===== config.mk =====
export PLATFORM = sky130hd
export DESIGN_NAME = pwm_frequency_duty_meter_unit
export DESIGN_NICKNAME = d
export VERILOG_FILES = /design/src/sv/pfdm_pkg.sv /design/src/sv/pfdm_front.sv /design/src/sv/pfdm_queue.sv /design/src/sv/pfdm_divider.sv /design/src/sv/pfdm_back.sv /design/src/sv/pwm_frequency_duty_meter_unit.sv
export SDC_FILE = /design/constraint.sdc
export NUM_CORES = 1
export LEC_CHECK = 0
export ABC_AREA = 1
export BUFFER_PORTS_ARGS = -buffer_cell sky130_fd_sc_hd__buf_2
export CAP_MARGIN = 20
export CORE_MARGIN = 2
export CORE_UTILIZATION = 55
export DETAILED_ROUTE_END_ITERATION = 12
export GPL_ROUTABILITY_DRIVEN = 0
export HOLD_SLACK_MARGIN = 0.03
export PLACE_DENSITY = 0.83
export SYNTH_ARGS = -nofsm -noshare
export SYNTH_HDL_FRONTEND = slang
export SYNTH_HIERARCHICAL = 1
export SYNTH_SLANG_ARGS = --single-unit

===== constraint.sdc =====
create_clock -name clock -period 7.7 [get_ports clock]
set_input_delay 0.77 -clock clock [delete_from_list [all_inputs] [get_ports clock]]
set_output_delay 0.77 -clock clock [all_outputs]
set_load 0.1 [all_outputs]

===== src/sv/pfdm_pkg.sv =====
// Shared types and constants for the PWM frequency and duty meter.
// Used by every module of the meter; depends on nothing else.
package pfdm_pkg;

   // Width of the phase tick counters.
   localparam int COUNT_WIDTH = 32;
   localparam int CLOCK_HZ_W = 28;
   localparam int OUT_COUNT_W = 32;
   localparam int FREQ_W = 16;
   localparam int DUTY_W = 7;

   localparam int PERIOD_W = COUNT_WIDTH + 1;
   localparam int PROD_W = COUNT_WIDTH + DUTY_W;
   localparam int DIV_NUM_W = (PROD_W > CLOCK_HZ_W) ? PROD_W : CLOCK_HZ_W;
   localparam int DIV_STEP_W = $clog2(DIV_NUM_W);

   localparam logic [CLOCK_HZ_W-1:0] CLOCK_HZ_RESET = CLOCK_HZ_W'(8000000);
   localparam logic [COUNT_WIDTH-1:0] COUNT_MAX = '1;
   localparam logic [OUT_COUNT_W-1:0] OUT_COUNT_MAX = '1;
   localparam logic [FREQ_W-1:0] FREQ_MAX = '1;
   localparam logic [DUTY_W-1:0] DUTY_SCALE = DUTY_W'(100);

   localparam int QUEUE_DEPTH = 4;
   localparam int QUEUE_AW = $clog2(QUEUE_DEPTH);
   localparam int QUEUE_CW = $clog2(QUEUE_DEPTH + 1);

   // One completed pair of phase lengths.
   typedef struct packed {
      logic [COUNT_WIDTH-1:0] high;
      logic [COUNT_WIDTH-1:0] low;
   } measurement_type;

   typedef struct packed {
      logic full;
      logic empty;
   } queue_status_type;

   typedef struct packed {
      logic                   start;
      logic [DIV_NUM_W-1:0]   numerator;
      logic [PERIOD_W-1:0]    divisor;
   } div_req_type;

   typedef struct packed {
      logic                 done;
      logic [DIV_NUM_W-1:0] quotient;
   } div_rsp_type;

   typedef enum logic [2:0] {
      BK_IDLE,
      BK_CALC,
      BK_FREQ_START,
      BK_FREQ_WAIT,
      BK_DUTY_START,
      BK_DUTY_WAIT,
      BK_DELIVER
   } back_state_type;

   // Saturates a tick count to the width of the result fields.
   function automatic logic [OUT_COUNT_W-1:0] clip_count(input logic [COUNT_WIDTH-1:0] v);
      logic [OUT_COUNT_W-1:0] r;
      if (v > COUNT_WIDTH'(OUT_COUNT_MAX)) begin
         r = OUT_COUNT_MAX;
      end else begin
         r = OUT_COUNT_W'(v);
      end
      return r;
   endfunction

endpackage


===== src/sv/pfdm_front.sv =====
// Front end of the PWM meter: edge detection and phase tick counting.
// Depends on pfdm_pkg; pushes finished high/low pairs into pfdm_queue.
module pfdm_front (
   input  logic                        clock,
   input  logic                        reset,
   input  logic                        req_valid,
   output logic                        req_stall,
   input  logic                        req_pin_level,
   input  pfdm_pkg::queue_status_type  q_status,
   output logic                        push,
   output pfdm_pkg::measurement_type   push_data
);
   import pfdm_pkg::*;

   logic                   armed_ff, armed_in;
   logic                   prev_ff, prev_in;
   logic                   have_high_ff, have_high_in;
   logic                   have_low_ff, have_low_in;
   logic [COUNT_WIDTH-1:0] tick_ff, tick_in;
   logic [COUNT_WIDTH-1:0] high_ff, high_in;
   logic [COUNT_WIDTH-1:0] low_ff, low_in;
   logic                   accept;
   logic                   rising;
   logic                   falling;

   // Input is held off only while the queue has no room for a result.
   assign req_stall = q_status.full;

   always_comb begin
      accept       = req_valid & ~q_status.full;
      rising       = req_pin_level & ~prev_ff;
      falling      = ~req_pin_level & prev_ff;
      armed_in     = armed_ff;
      prev_in      = prev_ff;
      have_high_in = have_high_ff;
      have_low_in  = have_low_ff;
      tick_in      = tick_ff;
      high_in      = high_ff;
      low_in       = low_ff;
      if (accept) begin
         prev_in = req_pin_level;
         if (!armed_ff) begin
            if (rising) begin
               armed_in = 1'b1;
               tick_in  = COUNT_WIDTH'(1);
            end
         end else begin
            priority if (falling) begin
               high_in      = tick_ff;
               have_high_in = 1'b1;
               tick_in      = COUNT_WIDTH'(1);
            end else if (rising) begin
               low_in      = tick_ff;
               have_low_in = 1'b1;
               tick_in     = COUNT_WIDTH'(1);
            end else if (tick_ff < COUNT_MAX) begin
               tick_in = tick_ff + COUNT_WIDTH'(1);
            end
         end
      end
      push           = accept & armed_ff & (rising | falling) & have_high_in & have_low_in;
      push_data.high = high_in;
      push_data.low  = low_in;
   end

   always_ff @(posedge clock) begin
      if (reset) begin
         armed_ff     <= 1'b0;
         prev_ff      <= 1'b0;
         have_high_ff <= 1'b0;
         have_low_ff  <= 1'b0;
         tick_ff      <= '0;
         high_ff      <= '0;
         low_ff       <= '0;
      end else begin
         armed_ff     <= armed_in;
         prev_ff      <= prev_in;
         have_high_ff <= have_high_in;
         have_low_ff  <= have_low_in;
         tick_ff      <= tick_in;
         high_ff      <= high_in;
         low_ff       <= low_in;
      end
   end

endmodule


===== src/sv/pfdm_queue.sv =====
// Short queue of measured phase pairs between the front and back ends.
// Depends on pfdm_pkg.
module pfdm_queue (
   input  logic                        clock,
   input  logic                        reset,
   input  logic                        push,
   input  pfdm_pkg::measurement_type   push_data,
   input  logic                        pop,
   output pfdm_pkg::measurement_type   head,
   output pfdm_pkg::queue_status_type  q_status
);
   import pfdm_pkg::*;

   measurement_type       entry_ff [QUEUE_DEPTH];
   logic [QUEUE_AW-1:0]   wr_ptr_ff;
   logic [QUEUE_AW-1:0]   rd_ptr_ff;
   logic [QUEUE_CW-1:0]   count_ff;
   logic                  do_push;
   logic                  do_pop;

   assign q_status.full  = (count_ff == QUEUE_CW'(QUEUE_DEPTH));
   assign q_status.empty = (count_ff == '0);
   assign do_push        = push & ~q_status.full;
   assign do_pop         = pop & ~q_status.empty;
   assign head           = entry_ff[rd_ptr_ff];

   always_ff @(posedge clock) begin
      if (do_push) begin
         entry_ff[wr_ptr_ff] <= push_data;
      end
   end

   always_ff @(posedge clock) begin
      if (reset) begin
         wr_ptr_ff <= '0;
         rd_ptr_ff <= '0;
         count_ff  <= '0;
      end else begin
         if (do_push) begin
            wr_ptr_ff <= wr_ptr_ff + QUEUE_AW'(1);
         end
         if (do_pop) begin
            rd_ptr_ff <= rd_ptr_ff + QUEUE_AW'(1);
         end
         unique case ({do_push, do_pop})
            2'b10:   count_ff <= count_ff + QUEUE_CW'(1);
            2'b01:   count_ff <= count_ff - QUEUE_CW'(1);
            default: count_ff <= count_ff;
         endcase
      end
   end

   assert property (@(posedge clock) disable iff (reset) !(push && q_status.full))
      else $error("queue pushed while full");
   assert property (@(posedge clock) disable iff (reset) !(pop && q_status.empty))
      else $error("queue popped while empty");

endmodule


===== src/sv/pfdm_divider.sv =====
// Restoring divider, one quotient bit per cycle, shared by the back end
// for frequency and duty. Depends on pfdm_pkg.
module pfdm_divider (
   input  logic                   clock,
   input  logic                   reset,
   input  pfdm_pkg::div_req_type  div_req,
   output pfdm_pkg::div_rsp_type  div_rsp
);
   import pfdm_pkg::*;

   logic                  run_ff, run_in;
   logic                  done_ff, done_in;
   logic [DIV_STEP_W-1:0] step_ff, step_in;
   logic [DIV_NUM_W-1:0]  num_ff, num_in;
   logic [PERIOD_W-1:0]   rem_ff, rem_in;
   logic [PERIOD_W-1:0]   den_ff, den_in;
   logic [PERIOD_W:0]     trial;
   logic [PERIOD_W:0]     diff;
   logic                  fits;

   always_comb begin
      run_in  = run_ff;
      done_in = 1'b0;
      step_in = step_ff;
      num_in  = num_ff;
      rem_in  = rem_ff;
      den_in  = den_ff;
      // The numerator shifts out at the top while quotient bits enter below.
      trial   = {rem_ff, num_ff[DIV_NUM_W-1]};
      diff    = trial - {1'b0, den_ff};
      fits    = (trial >= {1'b0, den_ff});
      if (div_req.start) begin
         run_in  = 1'b1;
         step_in = '0;
         num_in  = div_req.numerator;
         rem_in  = '0;
         den_in  = div_req.divisor;
      end else if (run_ff) begin
         num_in  = {num_ff[DIV_NUM_W-2:0], fits};
         rem_in  = fits ? diff[PERIOD_W-1:0] : trial[PERIOD_W-1:0];
         step_in = step_ff + DIV_STEP_W'(1);
         if (step_ff == DIV_STEP_W'(DIV_NUM_W - 1)) begin
            run_in  = 1'b0;
            done_in = 1'b1;
         end
      end
      div_rsp.done     = done_ff;
      div_rsp.quotient = num_ff;
   end

   always_ff @(posedge clock) begin
      num_ff  <= num_in;
      rem_ff  <= rem_in;
      den_ff  <= den_in;
      step_ff <= step_in;
   end

   always_ff @(posedge clock) begin
      if (reset) begin
         run_ff  <= 1'b0;
         done_ff <= 1'b0;
      end else begin
         run_ff  <= run_in;
         done_ff <= done_in;
      end
   end

endmodule


===== src/sv/pfdm_back.sv =====
// Back end of the PWM meter: takes phase pairs from the queue, divides
// for frequency and duty, and holds the result register. Uses pfdm_pkg
// and pfdm_divider.
module pfdm_back (
   input  logic                                clock,
   input  logic                                reset,
   input  logic                                csr_wr_en,
   input  logic [pfdm_pkg::CLOCK_HZ_W-1:0]     csr_wr_data,
   input  pfdm_pkg::queue_status_type          q_status,
   input  pfdm_pkg::measurement_type           head,
   output logic                                pop,
   output logic                                rsp_valid,
   input  logic                                rsp_stall,
   output logic [pfdm_pkg::FREQ_W-1:0]         rsp_freq_hz,
   output logic [pfdm_pkg::DUTY_W-1:0]         rsp_duty_percent,
   output logic [pfdm_pkg::OUT_COUNT_W-1:0]    rsp_high_count,
   output logic [pfdm_pkg::OUT_COUNT_W-1:0]    rsp_low_count,
   output logic                                rsp_freq_saturated
);
   import pfdm_pkg::*;

   back_state_type         state_ff, state_in;
   logic [CLOCK_HZ_W-1:0]  clock_hz_ff;
   logic [COUNT_WIDTH-1:0] high_ff, high_in;
   logic [COUNT_WIDTH-1:0] low_ff, low_in;
   logic [PERIOD_W-1:0]    period_ff, period_in;
   logic [PROD_W-1:0]      prod_ff, prod_in;
   logic [FREQ_W-1:0]      freq_ff, freq_in;
   logic                   sat_ff, sat_in;
   logic [DUTY_W-1:0]      duty_in;
   logic                   out_valid_ff, out_valid_in;
   logic                   out_load;
   logic [FREQ_W-1:0]      out_freq_ff;
   logic [DUTY_W-1:0]      out_duty_ff;
   logic [OUT_COUNT_W-1:0] out_high_ff;
   logic [OUT_COUNT_W-1:0] out_low_ff;
   logic                   out_sat_ff;
   logic                   period_zero;
   div_req_type            div_req;
   div_rsp_type            div_rsp;

   pfdm_divider u_divider (
      .clock   (clock),
      .reset   (reset),
      .div_req (div_req),
      .div_rsp (div_rsp)
   );

   assign period_zero = (period_ff == '0);

   always_comb begin
      state_in          = state_ff;
      high_in           = high_ff;
      low_in            = low_ff;
      period_in         = period_ff;
      prod_in           = prod_ff;
      freq_in           = freq_ff;
      sat_in            = sat_ff;
      duty_in           = '0;
      pop               = 1'b0;
      out_load          = 1'b0;
      div_req.start     = 1'b0;
      div_req.numerator = DIV_NUM_W'(clock_hz_ff);
      div_req.divisor   = period_ff;
      out_valid_in      = out_valid_ff & rsp_stall;
      unique case (state_ff)
         BK_IDLE: begin
            if (!q_status.empty) begin
               pop      = 1'b1;
               high_in  = head.high;
               low_in   = head.low;
               state_in = BK_CALC;
            end
         end
         BK_CALC: begin
            period_in = PERIOD_W'(high_ff) + PERIOD_W'(low_ff);
            prod_in   = PROD_W'(high_ff) * PROD_W'(DUTY_SCALE);
            state_in  = BK_FREQ_START;
         end
         BK_FREQ_START: begin
            div_req.start = 1'b1;
            state_in      = BK_FREQ_WAIT;
         end
         BK_FREQ_WAIT: begin
            if (div_rsp.done) begin
               priority if (period_zero) begin
                  freq_in = '0;
                  sat_in  = 1'b0;
               end else if (div_rsp.quotient > DIV_NUM_W'(FREQ_MAX)) begin
                  freq_in = FREQ_MAX;
                  sat_in  = 1'b1;
               end else begin
                  freq_in = div_rsp.quotient[FREQ_W-1:0];
                  sat_in  = 1'b0;
               end
               state_in = BK_DUTY_START;
            end
         end
         BK_DUTY_START: begin
            div_req.start     = 1'b1;
            div_req.numerator = DIV_NUM_W'(prod_ff);
            state_in          = BK_DUTY_WAIT;
         end
         BK_DUTY_WAIT: begin
            if (div_rsp.done) begin
               state_in = BK_DELIVER;
            end
         end
         BK_DELIVER: begin
            // The duty quotient stays in the divider until the slot frees.
            if (!out_valid_ff || !rsp_stall) begin
               out_load     = 1'b1;
               out_valid_in = 1'b1;
               state_in     = BK_IDLE;
            end
         end
         default: state_in = BK_IDLE;
      endcase
      if (!period_zero) begin
         duty_in = div_rsp.quotient[DUTY_W-1:0];
      end
   end

   always_ff @(posedge clock) begin
      if (reset) begin
         state_ff     <= BK_IDLE;
         out_valid_ff <= 1'b0;
         clock_hz_ff  <= CLOCK_HZ_RESET;
      end else begin
         state_ff     <= state_in;
         out_valid_ff <= out_valid_in;
         if (csr_wr_en) begin
            clock_hz_ff <= csr_wr_data;
         end
      end
   end

   always_ff @(posedge clock) begin
      high_ff   <= high_in;
      low_ff    <= low_in;
      period_ff <= period_in;
      prod_ff   <= prod_in;
      freq_ff   <= freq_in;
      sat_ff    <= sat_in;
      if (out_load) begin
         out_freq_ff <= freq_ff;
         out_duty_ff <= duty_in;
         out_high_ff <= clip_count(high_ff);
         out_low_ff  <= clip_count(low_ff);
         out_sat_ff  <= sat_ff;
      end
   end

   assign rsp_valid          = out_valid_ff;
   assign rsp_freq_hz        = out_freq_ff;
   assign rsp_duty_percent   = out_duty_ff;
   assign rsp_high_count     = out_high_ff;
   assign rsp_low_count      = out_low_ff;
   assign rsp_freq_saturated = out_sat_ff;

endmodule


===== src/sv/pwm_frequency_duty_meter_unit.sv =====
// PWM frequency and duty meter, top level. Each result is computed by
// the bit-serial divider, run twice per result in the back end, after
// the transaction carrying the closing edge; a new phase pair is taken
// from the queue only once the last result is delivered. Throughput: one pin
// sample per cycle; the front stalls only when the four-entry queue is full.
// Reset: synchronous, clears all control state; clock_hz returns to 8000000.
module pwm_frequency_duty_meter_unit (
   input  logic                                clock,
   input  logic                                reset,
   input  logic                                csr_wr_en,
   input  logic [pfdm_pkg::CLOCK_HZ_W-1:0]     csr_wr_data,
   input  logic                                req_valid,
   output logic                                req_stall,
   input  logic                                req_pin_level,
   output logic                                rsp_valid,
   input  logic                                rsp_stall,
   output logic [pfdm_pkg::FREQ_W-1:0]         rsp_freq_hz,
   output logic [pfdm_pkg::DUTY_W-1:0]         rsp_duty_percent,
   output logic [pfdm_pkg::OUT_COUNT_W-1:0]    rsp_high_count,
   output logic [pfdm_pkg::OUT_COUNT_W-1:0]    rsp_low_count,
   output logic                                rsp_freq_saturated
);
   import pfdm_pkg::*;

   queue_status_type q_status;
   measurement_type  push_data;
   measurement_type  head;
   logic             push;
   logic             pop;

   pfdm_front u_front (
      .clock         (clock),
      .reset         (reset),
      .req_valid     (req_valid),
      .req_stall     (req_stall),
      .req_pin_level (req_pin_level),
      .q_status      (q_status),
      .push          (push),
      .push_data     (push_data)
   );

   pfdm_queue u_queue (
      .clock     (clock),
      .reset     (reset),
      .push      (push),
      .push_data (push_data),
      .pop       (pop),
      .head      (head),
      .q_status  (q_status)
   );

   pfdm_back u_back (
      .clock              (clock),
      .reset              (reset),
      .csr_wr_en          (csr_wr_en),
      .csr_wr_data        (csr_wr_data),
      .q_status           (q_status),
      .head               (head),
      .pop                (pop),
      .rsp_valid          (rsp_valid),
      .rsp_stall          (rsp_stall),
      .rsp_freq_hz        (rsp_freq_hz),
      .rsp_duty_percent   (rsp_duty_percent),
      .rsp_high_count     (rsp_high_count),
      .rsp_low_count      (rsp_low_count),
      .rsp_freq_saturated (rsp_freq_saturated)
   );

   assert property (@(posedge clock) disable iff (reset)
      rsp_valid && rsp_freq_saturated |-> rsp_freq_hz == FREQ_MAX)
      else $error("saturation flag without a saturated frequency");
   assert property (@(posedge clock) disable iff (reset)
      rsp_valid |-> rsp_duty_percent <= DUTY_SCALE)
      else $error("duty above one hundred percent");
   assert property (@(posedge clock) disable iff (reset)
      rsp_valid |-> (rsp_high_count != '0) && (rsp_low_count != '0))
      else $error("result with an empty phase");

endmodule

# After elaboration in Yosys (flattened, before gate mapping)
# Memories as Yosys holds them, arrays and structs flattened. A register that Yosys moved wholly into a read port is not among the register bits.
# Index checks and enable logic that the tools add are counted.
[word_totals]
elab_cells = 135
latchBits = 0
in_bits = 34
romBits = 0
mem_bits_rw = 256
mem_count = 1
out_inout_bits = 90
ff_bits = 427
[op_classes]
n_lt_le_gt_ge = 5
n_mul = 1
eq_ne = 14
div = 0
shift = 0
mux = 46
n_bitwise = 16
n_reduce_logical = 16
add_sub_neg = 8
[memory_table]
columns = ["memory", "words", "width", "rd", "rd_clocked_by_memory_dff", "wr", "line_no", "source"]
rows = [
  ["u_queue.entry_ff", 4, 64, 1, 1, 1, "pfdm_queue.sv:14", "measurement_type entry_ff [QUEUE_DEPTH];"],
]
[ops]
columns = ["op", "count"]
rows = [
  ["$mux W32", 12],
  ["$mux W39", 3],
  ["$gt A32 B32 Y1 const B", 2],
  ["$gt A39 B16 Y1 const B", 1],
  ["$mul A32 B5 Y37 const B", 1],
  ["$ge A34 B33 Y1", 1],
  ["$add A32 B32 Y33", 1],
  ["$logic_not A33 Y1", 1],
  ["$mux W33", 1],
  ["$sub A33 B33 Y33", 1],
  ["$add A32 B1 Y32 const B", 1],
  ["$lt A32 B32 Y1 const B", 1],
  ["$mux W1", 23],
  ["$pmux W3 S7", 1],
  ["$mux W16", 1],
  ["$eq A3 B3 Y1 const B", 4],
  ["$mux W3", 4],
  ["$and A1 B1 Y1", 10],
  ["$add A6 B1 Y6 const B", 1],
  ["$eq A3 B2 Y1 const B", 2],
  ["$eq A6 B6 Y1 const B", 1],
  ["$logic_not A3 Y1", 2],
  ["$ne A2 B2 Y1 const B", 3],
  ["$pmux W3 S2", 1],
  ["other kinds (18)", 27],
]

# Longest topological paths before layout
[depth]
word_depth = 10
mapped_depth = 20
mapped_depth_nobuf = 18

# Modules after synthesis
# Netlist, hierarchy kept.
[by_module_without_submodules]
columns = ["module", "area_each_um2", "n_inst", "cells_each"]
rows = [
  ["pfdm_back", 15855.2, 1, 1845],
  ["pfdm_queue", 9979.6, 1, 689],
  ["pfdm_divider", 7434.6, 1, 1061],
  ["pfdm_front", 5197.5, 1, 785],
]

# Least setup slack after synthesis
# No wires, ideal clock.
[synth_path]
path_kind = "reg2reg"
startpoint = "reg u_back.state_ff[2]"
endpoint = "reg u_queue.count_ff[2]"
stages_incl_launch_ff = 14
path_buffers = 1
required_time_ns = 7.587
setup_slack_ns = -0.778
period_less_slack_ns = 8.478
t_arrival_ns = 8.365
cell_sequence = "dfxtp_1 buf_2 nor4_1 nand2_1 inv_1 ha_1 inv_1 fa_1 inv_1 nand2_1 nand3_1 nand2_1 nand2_1 nor2_1"
[synth_between]
elab_chain_cells = 5
word_cells_on_any_way = 7
[synth_rtl]
columns = ["element", "line_no", "source"]
rows = [
  ["start: declaration", "pfdm_back.sv:22", "back_state_type state_ff, state_in;"],
  ["start signal: assignment", "pfdm_back.sv:130", "state_ff <= state_in;"],
  ["$logic_not A3 Y1 (*)", "pfdm_back.sv:66", "unique case (state_ff)"],
  ["$mux W1 (*)", "pfdm_back.sv:66", ""],
  ["via pop", "pwm_frequency_duty_meter_unit.sv:29", "logic pop;"],
  ["$and A1 B1 Y1 (*)", "pfdm_queue.sv:24", "assign do_pop = pop & ~q_status.empty;"],
  ["via u_queue.do_pop", "pfdm_queue.sv:19", "logic do_pop;"],
  ["$eq A2 B1 Y1 or $eq A2 B2 Y1 (tied branches)", "pfdm_queue.sv:45", "unique case ({do_push, do_pop})"],
  ["$pmux W3 S2 or $reduce_bool A2 Y1 (tied branches)", "-", ""],
  ["end signal: assignment", "pfdm_queue.sv:46", "2'b10: count_ff <= count_ff + QUEUE_CW'(1);"],
  ["end signal: assignment", "pfdm_queue.sv:47", "2'b01: count_ff <= count_ff - QUEUE_CW'(1);"],
  ["end signal: assignment", "pfdm_queue.sv:48", "default: count_ff <= count_ff;"],
  ["end: declaration", "pfdm_queue.sv:17", "logic [QUEUE_CW-1:0] count_ff;"],
]
# The timed path passes the listed nets; every way through them passes the cells marked *.
# A chain may end at the register's enable or synchronous reset.

# Worst setup path after layout
[layout_path]
startpoint = "reg u_queue.count_ff[1]"
endpoint = "mem u_queue/entry_ff[2][14] in the netlist's numbering, enable pin"
[layout_between]
elab_chain_cells = 10
word_cells_on_any_way = 12
[layout_rtl]
columns = ["element", "line_no", "source"]
rows = [
  ["$eq A3 B3 Y1 (*)", "pfdm_queue.sv:21", "assign q_status.full = (count_ff == QUEUE_CW'(QUEUE_DEPTH));"],
  ["$not A1 Y1 (*)", "pfdm_front.sv:30", "accept = req_valid & ~q_status.full;"],
  ["$and A1 B1 Y1 (*)", "pfdm_front.sv:30", ""],
  ["$and A1 B1 Y1 (3 in series)", "pfdm_front.sv:61", "push = accept & armed_ff & (rising | falling) & have_high_in & have_low_in;"],
  ["$and A1 B1 Y1 (*)", "pfdm_front.sv:61", ""],
  ["via push", "pwm_frequency_duty_meter_unit.sv:28", "logic push;"],
  ["$and A1 B1 Y1 (*)", "pfdm_queue.sv:23", "assign do_push = push & ~q_status.full;"],
  ["$mux W1 (*)", "pfdm_queue.sv:28", "if (do_push) begin"],
  ["$mux W1 (implied by the code) (*)", "pfdm_queue.sv:29", "entry_ff[wr_ptr_ff] <= push_data;"],
  ["end: declaration", "pfdm_queue.sv:14", ""],
]
# Marks and branches as above.

==> impl_summary.txt <==
----------------------------------------------------
[Logic synthesis]
  Number of synthesized flops with an enable pin ... 567
  Mean Syn Cell Area ... 8.78 um^2
  Synth Flop Type ... sky130_fd_sc_hd__edfxtp_1
  Proportion of synthesized chip area in sequential cells ... 0.537
  Count of state elements after synthesis ... 749
  Synthesized area ... 38,500 um^2
  Warnings from Yosys ... 6
  Mapped Nets ... 4,620
  Share of flip-flops with an asynchronous set or reset ... 0
  Number of cells produced by synthesis ... 4,380
  Count of cell types in the netlist ... 49

[Detailed routing]
  Number of vias per cell after detailed routing ... 5.36
  Wire length reported by the detailed router ... 91,500 um
  Number of DRC markers in iteration 0 ... 3,259
  Post-route DRC ... 0
  Antenna-violating nets left ... 0
  Per-cell routed wire length ... 16.7 um
  First-pass iteration count of the detailed router ... 9
  Via count ... 29,400

[Placed design]
  Placed wire-length estimate after detailed placement ... 63,400 um
  Placed Cells ... 5,334
  Number of buffers added on ports ... 123

[Critical path]
  Required time reported for the critical path endpoint ... 7950 ps
  CP Launch Point ... u_queue/count_ff[1]
  CP Class ... reg -> reg
  Worst-path fanout max ... 97
  Setup crit end kind ... flip-flop
  Startpoint of the worst register-to-register path ... u_queue/count_ff[1]
  Element type at the critical path start ... flip-flop
  Arrival time worst endpoint ... 4850 ps

[Die]
  Boundary pin count ... 124
  Horiz. Die Dim ... 268 um
  Area of the core ... 68,900 um^2
  Number of cell rows ... 96
  Vertical die dimension ... 268 um
  Effective utilization at floorplan ... 0.558
  Die outline area ... 72,100 um^2

[STA]
  Final setup viols ... 0
  Final period demand of the worst path ... 4600 ps
  RSZ-0062 raised after global routing ... no
  Final period util ... 0.597
  Worst Skew ... 28.4 ps
  Post-Route Setup TNS ... 0 ps
  Max-slew headroom ... 0.279
  Max-slew violations ... 0
  Highest clock rate ... 217 MHz
  Actual slew at the worst max-slew pin ... 1080 ps
  Number of hold violations in the final report ... 0

[GRT]
  Via count of the first global-routing pass ... 27,300
  Remaining Overflow, GRT ... 0
  Maximum number of pins on one net before global-route repair ... 113
  Overall fraction of global-route tracks in use ... 0.253
  First-pass GRT wire length ... 143,000 um
  Number of antenna violations at the first check in global routing ... 0

[Clocking]
  CTS root buffer ... sky130_fd_sc_hd__clkbuf_16
  Htree depth ... 3
  Number of clock sinks seen by CTS ... 749
  Post-CTS repair timing setup buffer count ... 0
  Cts bufs inserted ... 78
  CTS max path bufs ... 3
  Clock latency at the later pin of the worst-skew pair ... 630 ps
  TritonCTS clock tree ... yes
  Resize count post-CTS ... 0
  CTS Hold Bufs ... 0
  Clock-pin transition on the worst setup and hold timing paths ... 60 ps

[Finish]
  Proportion of layout cells with a drive suffix above 1 ... 0.0860
  Area grow syn2layout ... 10.3%
  Final layout net count ... 4,724
  # fillers ... 5,431
  Final standard cell count with taps included and fillers excluded ... 5,481

[Min path]
  Worst min path class ... in -> reg
  Launch point of the worst hold path ... csr_wr_data[22]

[Status]
  Result of the run ... finished, final reports clean

[Power and ir drop]
  PD cells ... 248 nW/um^2
  Lkg Pwr ... 19.2 nW
  Maximum ir drop on the vdd rail ... 0.235 mV

[Flow run]
  Max Cap Viol ... 0

----------------------------------------------------
state kept, by name, indices dropped and copies added, names as in the netlist, 32 cells and up, named ones only:
register and count:
u_front/low_ff 32, u_back/u_divider/rem_ff 33, u_back/rsp_low_count 32, u_queue/entry_ff 256, u_back/high_ff 32, u_back/u_divider/num_ff 39, u_back/prod_ff 37, u_back/period_ff 33
u_front/tick_ff 32, u_front/high_ff 32, u_back/u_divider/den_ff 33, u_back/rsp_high_count 32, u_back/low_ff 32
cells in the mapped netlist, types with 32 or more instances:
cell type	count	area [um^2]
sky130_fd_sc_hd__a211oi_1	32	240
sky130_fd_sc_hd__a21oi_1	119	596
sky130_fd_sc_hd__clkbuf_1	52	195
sky130_fd_sc_hd__dfxtp_1	182	3640
sky130_fd_sc_hd__edfxtp_1	567	17000
sky130_fd_sc_hd__ha_1	176	2200
sky130_fd_sc_hd__inv_1	723	2710
sky130_fd_sc_hd__nand2_1	1213	4550
sky130_fd_sc_hd__nand3_1	184	921
sky130_fd_sc_hd__nand4_1	34	213
sky130_fd_sc_hd__nor2_1	489	1840
sky130_fd_sc_hd__o21ai_0	146	731
sky130_fd_sc_hd__o21ai_1	70	350
sky130_fd_sc_hd__o22ai_1	64	400
sky130_fd_sc_hd__or2_2	32	200
metal layers:
| metal | GRT usage | vias to the layer above | part of all wire |
|---|---|---|---|
| met2 | 0.431 | 1344 | 0.48 |
| met3 | 0.0355 | 205 | 0.079 |
| met1 | 0.323 | 13500 | 0.40 |
| met4 | 0.109 | 0 | 0.040 |
| li1 | - | 14300 | - |
| met5 | 0 | - | 0 |
critical path, stage by stage (launching register included):
cell                      delay (ps)
sky130_fd_sc_hd__dfxtp_1         350
sky130_fd_sc_hd__nor2_1           70
sky130_fd_sc_hd__nand2_1         120
sky130_fd_sc_hd__inv_1            70
sky130_fd_sc_hd__nor2_1          230
sky130_fd_sc_hd__nand2_1         170
sky130_fd_sc_hd__nor2_4          100
sky130_fd_sc_hd__buf_4           650
sky130_fd_sc_hd__nor2_1          120
sky130_fd_sc_hd__nor4_1          430
sky130_fd_sc_hd__nand2_1         380
sky130_fd_sc_hd__nor2_4          920
sky130_fd_sc_hd__buf_4           610
power by group:
| part | total (mW) | internal [mW] | leakage [nW] | switching [mW] |
|---|---|---|---|---|
| registers | 5.04 | 4.86 | 6.54 | 0.180 |
| clock network | 3.82 | 2.26 | 1.30 | 1.56 |
| logic | 1.69 | 0.411 | 11.3 | 1.28 |
| total | 10.5 | 7.53 | 19.2 | 3.01 |
layout make-up:
| class | instances | area, um^2 | share of cell area |
|---|---|---|---|
| inverters | 733 | 2750 | 0.0649 |
| clock inverters | 45 | 458 | 0.0108 |
| diodes | 1 | 2.50 | 0.0000590 |
| multi-input cells | 2775 | 14400 | 0.339 |
| well taps | 931 | 1160 | 0.0274 |
| repair buffers | 147 | 836 | 0.0197 |
| clock buffers | 100 | 2180 | 0.0514 |
| flip-flops and latches | 749 | 20700 | 0.487 |
path summary, 6_finish.rpt:
path                                                 to  depth (start not counted)  slack (ps)
worst max-delay path            u_queue/entry_ff[2][14]                         12        3100
worst min-delay path             u_back/clock_hz_ff[22]                          3         360
worst max register to register  u_queue/entry_ff[2][14]                         12        3100
worst min register to register    u_back/rsp_freq_hz[8]                          0         410
cells by family (layout without fill, tap and decap cells):
family	after synthesis	in the layout	share of synthesized area
XOR/XNOR	45	45	0.0102
AO/OA/AOI/OAI	452	452	0.0646
buffers and inverters	856	1025	0.0911
other	0	1	0
adder cells (fa/ha/maj)	206	206	0.0729
flip-flops	749	749	0.537
AND/OR/NAND/NOR	2072	2072	0.224
cells in the final DEF (no fill, tap or decap), types with 9 or more instances in the layout:
cell type	synthesis	final
sky130_fd_sc_hd__nand2_1	1213	1212
sky130_fd_sc_hd__inv_1	723	722
sky130_fd_sc_hd__edfxtp_1	567	567
sky130_fd_sc_hd__nor2_1	489	483
sky130_fd_sc_hd__nand3_1	184	184
sky130_fd_sc_hd__dfxtp_1	182	180
sky130_fd_sc_hd__ha_1	176	176
sky130_fd_sc_hd__o21ai_0	146	146
sky130_fd_sc_hd__buf_2	28	123
sky130_fd_sc_hd__a21oi_1	119	118
sky130_fd_sc_hd__clkbuf_16	0	83
sky130_fd_sc_hd__o21ai_1	70	70
sky130_fd_sc_hd__o22ai_1	64	64
sky130_fd_sc_hd__nand4_1	34	34
sky130_fd_sc_hd__or2_2	32	32
sky130_fd_sc_hd__a211oi_1	32	32
sky130_fd_sc_hd__fa_1	30	30
sky130_fd_sc_hd__nand2_2	26	27
sky130_fd_sc_hd__xor2_1	26	26
sky130_fd_sc_hd__nor3_1	25	24
sky130_fd_sc_hd__buf_4	14	22
sky130_fd_sc_hd__xnor2_1	19	19
sky130_fd_sc_hd__clkinv_2	0	16
sky130_fd_sc_hd__nand3b_1	15	15
sky130_fd_sc_hd__nand3_2	13	13
sky130_fd_sc_hd__clkinv_1	4	12
sky130_fd_sc_hd__clkbuf_1	52	12
sky130_fd_sc_hd__nor2_4	6	12
sky130_fd_sc_hd__o21bai_1	9	9
per-stage QoR:
stage | instance area [um^2] | setup WS (ps) | hold slack, ps | utilization | power (mW)
after floorplan | 38500 | 2050 | 400 | - | 6.34
after global placement | 39700 | 2910 | 401 | 0.576 | 6.67
after detailed placement | 39800 | 2790 | 405 | 0.577 | 6.76
after CTS | 42400 | 3120 | 335 | 0.615 | 10.6
after global routing | 42400 | 2680 | 362 | 0.616 | 11.0
final | 42400 | 3100 | 357 | 0.616 | 10.5
Note: power is estimated with default switching activity, not from simulation.
